===== src/rtl/bte_pkg.sv =====
// Package for the button edge timestamp tracker.
// Holds sizes, codes and the item and result types shared by all rtl files.
// No dependencies.
package bte_pkg;

    localparam int KEY_BUTTONS  = 16;
    localparam int DIR_BUTTONS  = 8;
    localparam int ALL_BUTTONS  = KEY_BUTTONS + DIR_BUTTONS;
    localparam int BTN_IDX_W    = $clog2(ALL_BUTTONS);
    localparam int MASK_BITS    = 24;
    localparam int MASK_BUTTONS = (ALL_BUTTONS < MASK_BITS) ? ALL_BUTTONS : MASK_BITS;
    localparam int TIME_BITS    = 32;

    // Direction buttons follow the key buttons in this order.
    localparam int DIR_S1_UP    = KEY_BUTTONS + 0;
    localparam int DIR_S1_DOWN  = KEY_BUTTONS + 1;
    localparam int DIR_S1_LEFT  = KEY_BUTTONS + 2;
    localparam int DIR_S1_RIGHT = KEY_BUTTONS + 3;
    localparam int DIR_S2_UP    = KEY_BUTTONS + 4;
    localparam int DIR_S2_DOWN  = KEY_BUTTONS + 5;
    localparam int DIR_S2_LEFT  = KEY_BUTTONS + 6;
    localparam int DIR_S2_RIGHT = KEY_BUTTONS + 7;

    // Configuration port.
    localparam int CFG_ADDR_W = 3;
    localparam int CFG_DATA_W = 32;
    localparam int THR_W      = 7;
    localparam logic [THR_W-1:0] THR_RESET = 7'd64;
    localparam logic REG_STICK_THRESHOLD = 1'b0;

    // Stream widths.
    localparam int IN_DATA_W  = 96;
    localparam int OUT_DATA_W = 96;

    typedef logic [TIME_BITS-1:0] t_time;

    typedef enum logic {
        OP_SAMPLE = 1'b0,
        OP_QUERY  = 1'b1
    } t_op;

    typedef struct packed {
        t_op                op;
        logic [23:0]        key_bits;
        logic signed [7:0]  stick1_x;
        logic signed [7:0]  stick1_y;
        logic signed [7:0]  stick2_x;
        logic signed [7:0]  stick2_y;
        logic [31:0]        now_ms;
        logic [4:0]         button_index;
    } t_item;

    typedef struct packed {
        logic [23:0] pressed_mask;
        logic        held;
        logic [31:0] pressed_ms;
        logic [31:0] released_ms;
    } t_result;

endpackage


===== src/rtl/button_edge_timestamp_tracker_top.sv =====
// Top level of the button edge timestamp tracker: stream ports, input and
// result registers, APB configuration. An accepted input word passes the input
// register and then the result register, around the edge and query logic, on its way
// to the master side. Throughput is one word per cycle while the master side takes
// results; a stalled result holds while one more input word is taken.
// Synchronous active-low reset clears flags and times.
module button_edge_timestamp_tracker_top (
    input  logic                            i_clk,
    input  logic                            i_rst_n,
    // tdata from bit 0: key_bits, stick1_x, stick1_y, stick2_x, stick2_y,
    // now_ms, button_index, zero fill.
    input  logic [bte_pkg::IN_DATA_W-1:0]   s_axis_tdata,
    // tuser from bit 0: op.
    input  logic                            s_axis_tuser,
    input  logic                            s_axis_tvalid,
    output logic                            s_axis_tready,
    // tdata from bit 0: pressed_mask, held flag, pressed_ms, released_ms,
    // zero fill.
    output logic [bte_pkg::OUT_DATA_W-1:0]  m_axis_tdata,
    output logic                            m_axis_tvalid,
    input  logic                            m_axis_tready,
    input  logic                            psel,
    input  logic                            penable,
    input  logic                            pwrite,
    input  logic [bte_pkg::CFG_ADDR_W-1:0]  paddr,
    input  logic [bte_pkg::CFG_DATA_W-1:0]  pwdata,
    output logic [bte_pkg::CFG_DATA_W-1:0]  prdata,
    output logic                            pready
);

    bte_pkg::t_item            w_in_item;
    bte_pkg::t_item            r_in_item;
    logic                      r_in_valid;
    bte_pkg::t_result          w_result;
    bte_pkg::t_result          r_out_result;
    logic                      r_out_valid;
    logic                      w_move;
    logic                      w_accept;
    logic [bte_pkg::THR_W-1:0] w_threshold;

    always_comb begin
        w_in_item.op           = bte_pkg::t_op'(s_axis_tuser);
        w_in_item.key_bits     = s_axis_tdata[23:0];
        w_in_item.stick1_x     = s_axis_tdata[31:24];
        w_in_item.stick1_y     = s_axis_tdata[39:32];
        w_in_item.stick2_x     = s_axis_tdata[47:40];
        w_in_item.stick2_y     = s_axis_tdata[55:48];
        w_in_item.now_ms       = s_axis_tdata[87:56];
        w_in_item.button_index = s_axis_tdata[92:88];
    end

    // A word moves to the result register when that register is free or drains.
    assign w_move        = r_in_valid & (~r_out_valid | m_axis_tready);
    assign s_axis_tready = ~r_in_valid | w_move;
    assign w_accept      = s_axis_tvalid & s_axis_tready;

    always_ff @(posedge i_clk) begin
        if (!i_rst_n) begin
            r_in_valid  <= 1'b0;
            r_out_valid <= 1'b0;
        end else begin
            if (w_accept) begin
                r_in_valid <= 1'b1;
            end else if (w_move) begin
                r_in_valid <= 1'b0;
            end
            if (w_move) begin
                r_out_valid <= 1'b1;
            end else if (m_axis_tready) begin
                r_out_valid <= 1'b0;
            end
        end
    end

    always_ff @(posedge i_clk) begin
        if (w_accept) begin
            r_in_item <= w_in_item;
        end
        if (w_move) begin
            r_out_result <= w_result;
        end
    end

    bte_cfg u_cfg (
        .i_clk       (i_clk),
        .i_rst_n     (i_rst_n),
        .psel        (psel),
        .penable     (penable),
        .pwrite      (pwrite),
        .paddr       (paddr),
        .pwdata      (pwdata),
        .prdata      (prdata),
        .pready      (pready),
        .o_threshold (w_threshold)
    );

    bte_track u_track (
        .i_clk       (i_clk),
        .i_rst_n     (i_rst_n),
        .i_item      (r_in_item),
        .i_commit    (w_move),
        .i_threshold (w_threshold),
        .o_result    (w_result)
    );

    assign m_axis_tvalid = r_out_valid;
    assign m_axis_tdata  = {7'd0, r_out_result.released_ms, r_out_result.pressed_ms,
                            r_out_result.held, r_out_result.pressed_mask};

    a_ready_when_empty: assert property (@(posedge i_clk) disable iff (!i_rst_n)
        !r_in_valid |-> s_axis_tready)
        else $error("input blocked with an empty input register");

    a_stall_holds: assert property (@(posedge i_clk) disable iff (!i_rst_n)
        (r_out_valid && !m_axis_tready) |=> (r_out_valid && $stable(r_out_result)))
        else $error("stalled result lost or changed");

    a_move_fills: assert property (@(posedge i_clk) disable iff (!i_rst_n)
        w_move |=> r_out_valid)
        else $error("word moved but result register not valid");

endmodule


===== src/rtl/bte_cfg.sv =====
// Configuration register block of the button edge timestamp tracker.
// APB-style write and read of the stick threshold; uses bte_pkg.
module bte_cfg (
    input  logic                            i_clk,
    input  logic                            i_rst_n,
    input  logic                            psel,
    input  logic                            penable,
    input  logic                            pwrite,
    input  logic [bte_pkg::CFG_ADDR_W-1:0]  paddr,
    input  logic [bte_pkg::CFG_DATA_W-1:0]  pwdata,
    output logic [bte_pkg::CFG_DATA_W-1:0]  prdata,
    output logic                            pready,
    output logic [bte_pkg::THR_W-1:0]       o_threshold
);

    logic [bte_pkg::THR_W-1:0] r_threshold;
    logic                      w_reg_idx;
    logic                      w_write;

    // Registers sit on 4-byte boundaries, so the word index starts at bit 2.
    assign w_reg_idx = paddr[2];
    assign w_write   = psel & penable & pwrite & pready;
    assign pready    = 1'b1;

    always_ff @(posedge i_clk) begin
        if (!i_rst_n) begin
            r_threshold <= bte_pkg::THR_RESET;
        end else if (w_write && (w_reg_idx == bte_pkg::REG_STICK_THRESHOLD)) begin
            r_threshold <= pwdata[bte_pkg::THR_W-1:0];
        end
    end

    always_comb begin
        prdata = '0;
        if (w_reg_idx == bte_pkg::REG_STICK_THRESHOLD) begin
            prdata = bte_pkg::CFG_DATA_W'(r_threshold);
        end
    end

    assign o_threshold = r_threshold;

endmodule


===== src/rtl/bte_track.sv =====
// Button state and timestamp store with the per-item edge and query logic.
// Updates flags and times when an item is committed; uses bte_pkg.
module bte_track (
    input  logic                      i_clk,
    input  logic                      i_rst_n,
    input  bte_pkg::t_item            i_item,
    input  logic                      i_commit,
    input  logic [bte_pkg::THR_W-1:0] i_threshold,
    output bte_pkg::t_result          o_result
);

    logic [bte_pkg::ALL_BUTTONS-1:0] r_flags;
    bte_pkg::t_time                  r_press_time   [bte_pkg::ALL_BUTTONS];
    bte_pkg::t_time                  r_release_time [bte_pkg::ALL_BUTTONS];
    bte_pkg::t_time                  r_last_time;

    logic [bte_pkg::ALL_BUTTONS-1:0] w_set;
    logic [bte_pkg::ALL_BUTTONS-1:0] w_clr;
    logic [bte_pkg::ALL_BUTTONS-1:0] w_flags_next;
    logic                            w_is_sample;
    bte_pkg::t_time                  w_now;
    logic [1:0]                      w_s1x, w_s1y, w_s2x, w_s2y;
    logic                            w_in_range;
    logic [bte_pkg::BTN_IDX_W-1:0]   w_qidx;
    logic                            w_qflag;
    bte_pkg::t_time                  w_press_dt;
    bte_pkg::t_time                  w_release_dt;

    // Returns {beyond plus threshold, beyond minus threshold}.
    function automatic logic [1:0] axis_dir(input logic signed [7:0] a,
                                            input logic [bte_pkg::THR_W-1:0] t);
        logic signed [8:0] av;
        logic signed [8:0] tv;
        av = {a[7], a};
        tv = $signed({2'b00, t});
        return {av > tv, av < -tv};
    endfunction

    assign w_is_sample = (i_item.op == bte_pkg::OP_SAMPLE);
    assign w_now       = bte_pkg::t_time'(i_item.now_ms);
    assign w_s1x       = axis_dir(i_item.stick1_x, i_threshold);
    assign w_s1y       = axis_dir(i_item.stick1_y, i_threshold);
    assign w_s2x       = axis_dir(i_item.stick2_x, i_threshold);
    assign w_s2y       = axis_dir(i_item.stick2_y, i_threshold);

    always_comb begin
        w_set = '0;
        w_clr = '0;
        for (int i = 0; i < bte_pkg::KEY_BUTTONS; i++) begin
            w_set[i] = i_item.key_bits[i] & ~r_flags[i];
            w_clr[i] = ~i_item.key_bits[i] & r_flags[i];
        end
        // A direction presses beyond its side; only the centre band releases.
        w_set[bte_pkg::DIR_S1_RIGHT] = w_s1x[1] & ~r_flags[bte_pkg::DIR_S1_RIGHT];
        w_set[bte_pkg::DIR_S1_LEFT]  = w_s1x[0] & ~r_flags[bte_pkg::DIR_S1_LEFT];
        w_clr[bte_pkg::DIR_S1_RIGHT] = ~|w_s1x & r_flags[bte_pkg::DIR_S1_RIGHT];
        w_clr[bte_pkg::DIR_S1_LEFT]  = ~|w_s1x & r_flags[bte_pkg::DIR_S1_LEFT];
        w_set[bte_pkg::DIR_S1_DOWN]  = w_s1y[1] & ~r_flags[bte_pkg::DIR_S1_DOWN];
        w_set[bte_pkg::DIR_S1_UP]    = w_s1y[0] & ~r_flags[bte_pkg::DIR_S1_UP];
        w_clr[bte_pkg::DIR_S1_DOWN]  = ~|w_s1y & r_flags[bte_pkg::DIR_S1_DOWN];
        w_clr[bte_pkg::DIR_S1_UP]    = ~|w_s1y & r_flags[bte_pkg::DIR_S1_UP];
        w_set[bte_pkg::DIR_S2_RIGHT] = w_s2x[1] & ~r_flags[bte_pkg::DIR_S2_RIGHT];
        w_set[bte_pkg::DIR_S2_LEFT]  = w_s2x[0] & ~r_flags[bte_pkg::DIR_S2_LEFT];
        w_clr[bte_pkg::DIR_S2_RIGHT] = ~|w_s2x & r_flags[bte_pkg::DIR_S2_RIGHT];
        w_clr[bte_pkg::DIR_S2_LEFT]  = ~|w_s2x & r_flags[bte_pkg::DIR_S2_LEFT];
        w_set[bte_pkg::DIR_S2_DOWN]  = w_s2y[1] & ~r_flags[bte_pkg::DIR_S2_DOWN];
        w_set[bte_pkg::DIR_S2_UP]    = w_s2y[0] & ~r_flags[bte_pkg::DIR_S2_UP];
        w_clr[bte_pkg::DIR_S2_DOWN]  = ~|w_s2y & r_flags[bte_pkg::DIR_S2_DOWN];
        w_clr[bte_pkg::DIR_S2_UP]    = ~|w_s2y & r_flags[bte_pkg::DIR_S2_UP];
        if (!w_is_sample) begin
            w_set = '0;
            w_clr = '0;
        end
    end

    assign w_flags_next = (r_flags | w_set) & ~w_clr;

    // Queries see the state left by earlier items.
    assign w_in_range   = (int'(i_item.button_index) < bte_pkg::ALL_BUTTONS);
    assign w_qidx       = i_item.button_index[bte_pkg::BTN_IDX_W-1:0];
    assign w_qflag      = w_in_range & r_flags[w_qidx];
    assign w_press_dt   = r_last_time - r_press_time[w_qidx];
    assign w_release_dt = r_last_time - r_release_time[w_qidx];

    always_comb begin
        o_result = '0;
        o_result.pressed_mask = bte_pkg::MASK_BITS'(w_flags_next[bte_pkg::MASK_BUTTONS-1:0]);
        if (!w_is_sample && w_in_range) begin
            o_result.held = w_qflag;
            if (w_qflag) begin
                o_result.pressed_ms = 32'(w_press_dt);
            end else begin
                o_result.released_ms = 32'(w_release_dt);
            end
        end
    end

    always_ff @(posedge i_clk) begin
        if (!i_rst_n) begin
            r_flags     <= '0;
            r_last_time <= '0;
            for (int i = 0; i < bte_pkg::ALL_BUTTONS; i++) begin
                r_press_time[i]   <= '0;
                r_release_time[i] <= '0;
            end
        end else if (i_commit && w_is_sample) begin
            r_flags     <= w_flags_next;
            r_last_time <= w_now;
            for (int i = 0; i < bte_pkg::ALL_BUTTONS; i++) begin
                if (w_set[i]) begin
                    r_press_time[i] <= w_now;
                end
                if (w_clr[i]) begin
                    r_release_time[i] <= w_now;
                end
            end
        end
    end

    a_key0_follows: assert property (@(posedge i_clk) disable iff (!i_rst_n)
        (i_commit && w_is_sample) |=> (r_flags[0] == $past(i_item.key_bits[0])))
        else $error("key button 0 flag does not follow its key bit");

    a_query_keeps_state: assert property (@(posedge i_clk) disable iff (!i_rst_n)
        (i_commit && !w_is_sample) |=> ($stable(r_flags) && $stable(r_last_time)))
        else $error("a query changed the button state");

    a_one_time_field: assert property (@(posedge i_clk) disable iff (!i_rst_n)
        !o_result.held |-> (o_result.pressed_ms == '0))
        else $error("press time reported for a released button");

    a_sample_zero: assert property (@(posedge i_clk) disable iff (!i_rst_n)
        w_is_sample |-> (!o_result.held && o_result.released_ms == '0))
        else $error("sample result carries query fields");

endmodule


===== config.mk =====
export PLATFORM = sky130hd
export DESIGN_NAME = button_edge_timestamp_tracker_top
export DESIGN_NICKNAME = d
export VERILOG_FILES = /design/src/rtl/bte_pkg.sv /design/src/rtl/button_edge_timestamp_tracker_top.sv /design/src/rtl/bte_cfg.sv /design/src/rtl/bte_track.sv
export SDC_FILE = /design/constraint.sdc
export NUM_CORES = 2
export LEC_CHECK = 0
export ABC_AREA = 1
export BUFFER_PORTS_ARGS = -buffer_cell sky130_fd_sc_hd__buf_2
export CAP_MARGIN = 40
export CORE_ASPECT_RATIO = 0.75
export CORE_MARGIN = 3
export CORE_UTILIZATION = 40
export CTS_CLUSTER_SIZE = 30
export DETAILED_ROUTE_END_ITERATION = 10
export SETUP_SLACK_MARGIN = 0.1
export SYNTH_ARGS = -nofsm -noshare
export SYNTH_HDL_FRONTEND = slang
export SYNTH_SLANG_ARGS = --single-unit

===== constraint.sdc =====
create_clock -name i_clk -period 5 [get_ports i_clk]
set_clock_uncertainty 0.15 [all_clocks]
set_input_delay 0.25 -clock i_clk [delete_from_list [all_inputs] [get_ports i_clk]]
set_output_delay 0.25 -clock i_clk [all_outputs]
set_load 0.01 [all_outputs]

; After elaboration in Yosys (flattened, before gate mapping)
; Memory sizes are Yosys's and may differ from the RTL's. A register that Yosys moved wholly into a read port is not among the register bits.
; Cells that the tools add are included.
[totals]
ff_bits = 240
ramBits = 1536
out_inout_bits = 131
elab_cells = 450
memories = 2
[op_classes]
add_sub_neg = 3
magnitude_cmp = 10
n_mux = 252
n_bitwise = 151
n_reduce_logical = 15
[mem_list]
columns = memory, depth, width, rd, rd_clocked_by_memory_dff, write_ports, line_no
row1 = u_track.r_press_time, 24, 32, 1, 1, 24, bte_track.sv:13  ; bte_pkg::t_time r_press_time [bte_pkg::ALL_BUTTONS];
row2 = u_track.r_release_time, 24, 32, 1, 1, 24, bte_track.sv:14  ; bte_pkg::t_time r_release_time [bte_pkg::ALL_BUTTONS];
[op_table]
columns = cell, count
row1 = $mux 32, 48
row2 = $mux 1, 198
row3 = $sub 32x32->32, 2
row4 = $and 1x1->1, 53
row5 = $or 1x1->1, 50
row6 = $mux 24, 2
row7 = $not 1->1, 45
row8 = $lt 8x9->1, 4
row9 = $gt 8x8->1, 4
row10 = $and 24x24->24, 1
row11 = $not 24->24, 1
row12 = $or 24x24->24, 1
row13 = $mux 5, 2
row14 = $reduce_or 2->1, 5
row15 = $neg 7->9, 1
row16 = $mux 7, 1
row17 = $lt 5x6->1 const B, 1
row18 = $bmux 1 s5, 1
row19 = $lt 5x5->1 const B, 1
row20 = $logic_not 1->1, 4
row21 = $reduce_bool 2->1, 2
row22 = $logic_and 1x1->1, 3
row23 = $reduce_and 2->1, 1

; Depth between registers and ports, before layout
[depth]
word_depth = 11
depth_mapped = 28

; Hierarchy
; From an unflattened synthesis, not the netlist that was laid out.
[hier_totals]
hier_cells = 7492
hier_area_um2 = 80074.3
[modules_own_cells]
columns = module, n_inst, cells_per_inst, area_each_um2, seq_area_each_um2
row1 = bte_track, 1, 7198, 73827.1, 47245.3
row2 = button_edge_timestamp_tracker_top, 1, 204, 5646.7, 5535.3
row3 = bte_cfg, 1, 90, 600.6, 140.1

; Worst setup path after synthesis
; Ideal clock, no wire load.
[synth_path]
path_kind = register to register
from = register u_cfg.r_threshold (netlist bit u_cfg.o_threshold[0])
to = memory u_track.r_press_time[22][0] in the netlist's numbering, enable pin
setup_time_ns = 0.470
arrival_time_ns = 4.437
setup_slack_ns = -0.057
stages_incl_launch_ff = 15
path_buffers = 0
synth_period_minus_slack_ns = 5.057
path_cell_list = dfxtp_1 clkinv_1 ha_1 nand2_1 xor2_1 ha_1 inv_1 o21ai_0 inv_1 nand2_1 nand2_1 nand3_1 nand2_1 nand2_1 o31ai_1
[synth_rtl]
columns = item, line_no
row1 = start: declaration, bte_cfg.sv:16  ; logic [bte_pkg::THR_W-1:0] r_threshold;
row2 = start signal: assignment, bte_cfg.sv:27  ; r_threshold <= bte_pkg::THR_RESET;
row3 = start signal: assignment, bte_cfg.sv:29  ; r_threshold <= pwdata[bte_pkg::THR_W-1:0];
row4 = end: declaration, bte_track.sv:13

==> metrics.txt <==
status=finished, final reports clean; CTS Buf Count=between 150 and 200; Syn Inst Count=7,215; NetSw=just under 10,000 µW; critical path's slowest cell=a2111oi_0; final core occ=0.469; WL/cell=26.7 µm; Avg Vias per Cell=roughly 5.9; RSZ-0062 raised after global routing=yes; Die H=391 µm; die area=around 200,000 µm²; vias=about 60,000; final slew viol count=0; clk slew on worst S/H paths=0.07 ns; #FFs+latches synth=1,781; Max IR drop VDD=324 µV; combinational power share=0.142; Post-synth top cells=nor2_1, edfxtp_1, o21ai_0, clkbuf_1, nand2_1; number of global-route vias before repair=about 57,000; CTS HTree Levels=4; drt pass-1 iters=6; nature of the critical path startpoint=flip-flop; static leakage=around 0.034 µW; fillcell total=approximately 18,000; design area=between 90,000 and 100,000 µm²; Sum Neg Setup Slack=0 ns; WHS=about 0.058 ns; Internal=approximately 25,000 µW; Fmax=0.209 GHz; crit-path cells=buf_12 > buf_4 > buf_4 > o21ai_0 > o221ai_1 > nand3_1 > a21oi_1 > a31oi_1 > ha_1 > a21oi_1 > nand2_1 > a2111oi_0 > buf_4 > nand2_1 > nand2_1 > a21oi_1; layout overhead on the synthesized area=16.1%; Post-CTS Setup Inserts=0; Num Clock Sinks=around 1,800; post-synth top area cell=edfxtp_1; power density cells=about 380 nW/µm²; Tot GR Track Use=0.264; critical path type=flip-flop to flip-flop; Post-synth EDFFs=roughly 1,700; Post-Synth Adder-Cell Area=0.0181; post-synthesis mux area share=0; DRC viols=0; grt total ovfl=0; layout cells sized above 1=0.110; Max Buffers Root-to-Sink=3; core area=roughly 200,000 µm²; fraction of registers with async set/reset=0; syn_area_per_cell=10.9 µm²; worst skew pair latency=roughly 0.82 ns; first-pass GRT wire length=396 mm; area of placed instances=84,200 µm²; die width=519 µm; xor/xnor share of the synthesized area=0.00167; initial DRC count=8,432; io pins=between 200 and 300; largest family of logic cells by synthesized area=simple AND/OR/NAND/NOR gates; CTS tree=done; Max-Cap Viols=0; relative slew slack=0.354; clock network fraction of total power=0.363; Synth cell types=47; setup slack after placement=0.311 ns; post-route ant nets=0; Worst Setup Slack, final=0.207 ns; Starting Density=0.404; largest net degree at the start of global routing=between 100 and 150; CP peak stage delay=0.49 ns; GPL Wtd Cong=0.917; CP required=about 5.4 ns; post-layout net count=~7,800; Root Buffer=clkbuf_16; port buffer count=198; Hold WC Path Type=input pin to flip-flop; CP arrival=roughly 5.2 ns; initial antenna violation count=9; Sequential Power Share=0.494; Netlist Area Pre-Place=78,900 µm²; Crit Path Max Fanout=60; Tmin final=about 4.8 ns; post-synth top area share=0.651; Synth Area in Compound Gates=0.132; row count=between 100 and 150; final setup fails=0; post-synthesis sequential area ratio=0.669; Post-DP HPWL=approximately 170 mm; Worst setup EP type=flip-flop; synth top area cells=edfxtp_1, nor2_1, o21ai_0; sw frac=0.277; most common cell in the netlist=nor2_1; fin crit share=0.959; Final Hold Vio Count=0; Synth Area in Simple Gates=0.134; Warnings, synthesis=0; Routed WL=about 270 mm; ys flop type=edfxtp_1; worst-margin pin slew=~0.96 ns
==> cell usage in the layout, fill, tap and decap left out, drive strengths merged, types with 6 or more instances in the layout <==
cell type,synthesis,layout
nand2,379,379
edfxtp,1711,1711
nand3b,10,10
o21ai,918,918
xor2,14,14
nor3,12,12
o22ai,37,37
a21o,19,19
conb,2,33
buf,113,512
o21a,11,11
a21oi,238,238
diode,0,6
or2,22,22
dlygate4sd3,0,183
clkbuf,496,242
inv,266,274
nor2,2066,2066
dfxtp,70,70
nor4,20,20
a211oi,17,17
clkinv,1,63
nand4,27,27
nand3,154,154
o211ai,45,45
o221ai,340,340
a31oi,65,65
ha,111,111
o21bai,22,22
==> power by group through the flow <==
stage	clock [µW]	combinational, µW	sequential [µW]
global placement	0	4650	17700
finish	12800	5000	17400
floorplan	0	2630	17600
global route	13500	5360	17400
CTS	12900	4880	17400
detailed placement	0	4750	17700
==> state kept, by name (all words and copies together), names as in the netlist, named ones only <==
| signal | count |
|---|---|
| m_axis_tvalid | 1 |
| u_cfg.o_threshold | 7 |
| m_axis_tdata | 89 |
| u_track.r_release_time | 768 |
| u_track.r_flags | 24 |
| u_track.r_press_time | 768 |
| r_in_item | 86 |
| r_in_valid | 1 |
| u_track.r_last_time | 32 |
==> per-layer routing <==
metal / vias to the layer above / wire (µm) / part of all wire / GRT usage
met1: 30100 / 111000 / 0.41 / 0.371
met2: 3480 / 120000 / 0.44 / 0.400
met3: 477 / 32400 / 0.12 / 0.0615
met5: - / 13 / 0.000047 / 0
li1: 26300 / - / - / -
met4: 2 / 10900 / 0.040 / 0.0982
==> stage by stage <==
step	std cells	total power, µW
2_1_floorplan	7246	20300
3_3_place_gp	9759	22300
3_5_place_dp	9776	22400
4_1_cts	10300	35100
5_1_grt	10300	36300
6_report	10300	35100
==> cell type report <==
type	count	area, µm²	area share
clock inverter	78	636	0.00694
tap	2627	3290	0.0359
antenna	6	15.0	0.000164
inverter	267	1040	0.0113
clock buffer	242	4750	0.0519
sequential	1781	52800	0.577
multi-input combinational	4589	23000	0.251
timing repair buffer	695	6040	0.0660
==> cells by family (layout without fill, tap and decap cells) <==
family / Yosys count / count (layout)
flops: 1781 / 1781
xor+xnor: 15 / 15
buf+inv: 876 / 1282
fa+ha+maj: 113 / 113
compound gates: 1734 / 1734
simple gates: 2694 / 2694
other cells: 2 / 39
==> worst paths after layout <==
check / startpoint / endpoint / slack [ns] / depth (start not counted)
worst max-delay path: flip-flop / m_axis_tdata[53] / 0.21 / 16
worst min-delay path: s_axis_tdata[6] / r_in_item[75] / 0.06 / 2
worst max register to register: flip-flop / m_axis_tdata[53] / 0.21 / 16
worst min register to register: u_track.r_flags[15] / u_track.r_flags[15] / 0.37 / 2
==> worst max-delay path, delay by kind of cell (launching register included) <==
family	cells	cell delay, ns
simple gates	4	0.39
buf+inv	4	1.25
flops	1	0.42
compound gates	7	1.81
fa+ha+maj	1	0.44
==> what timing repair did <==
item	CTS	global route
gates resized for setup	0	20
hold buffers	183	0
setup endpoints to repair	0	16
endpoints found under the hold margin	156	0
Note: power is estimated with default switching activity, not from simulation.
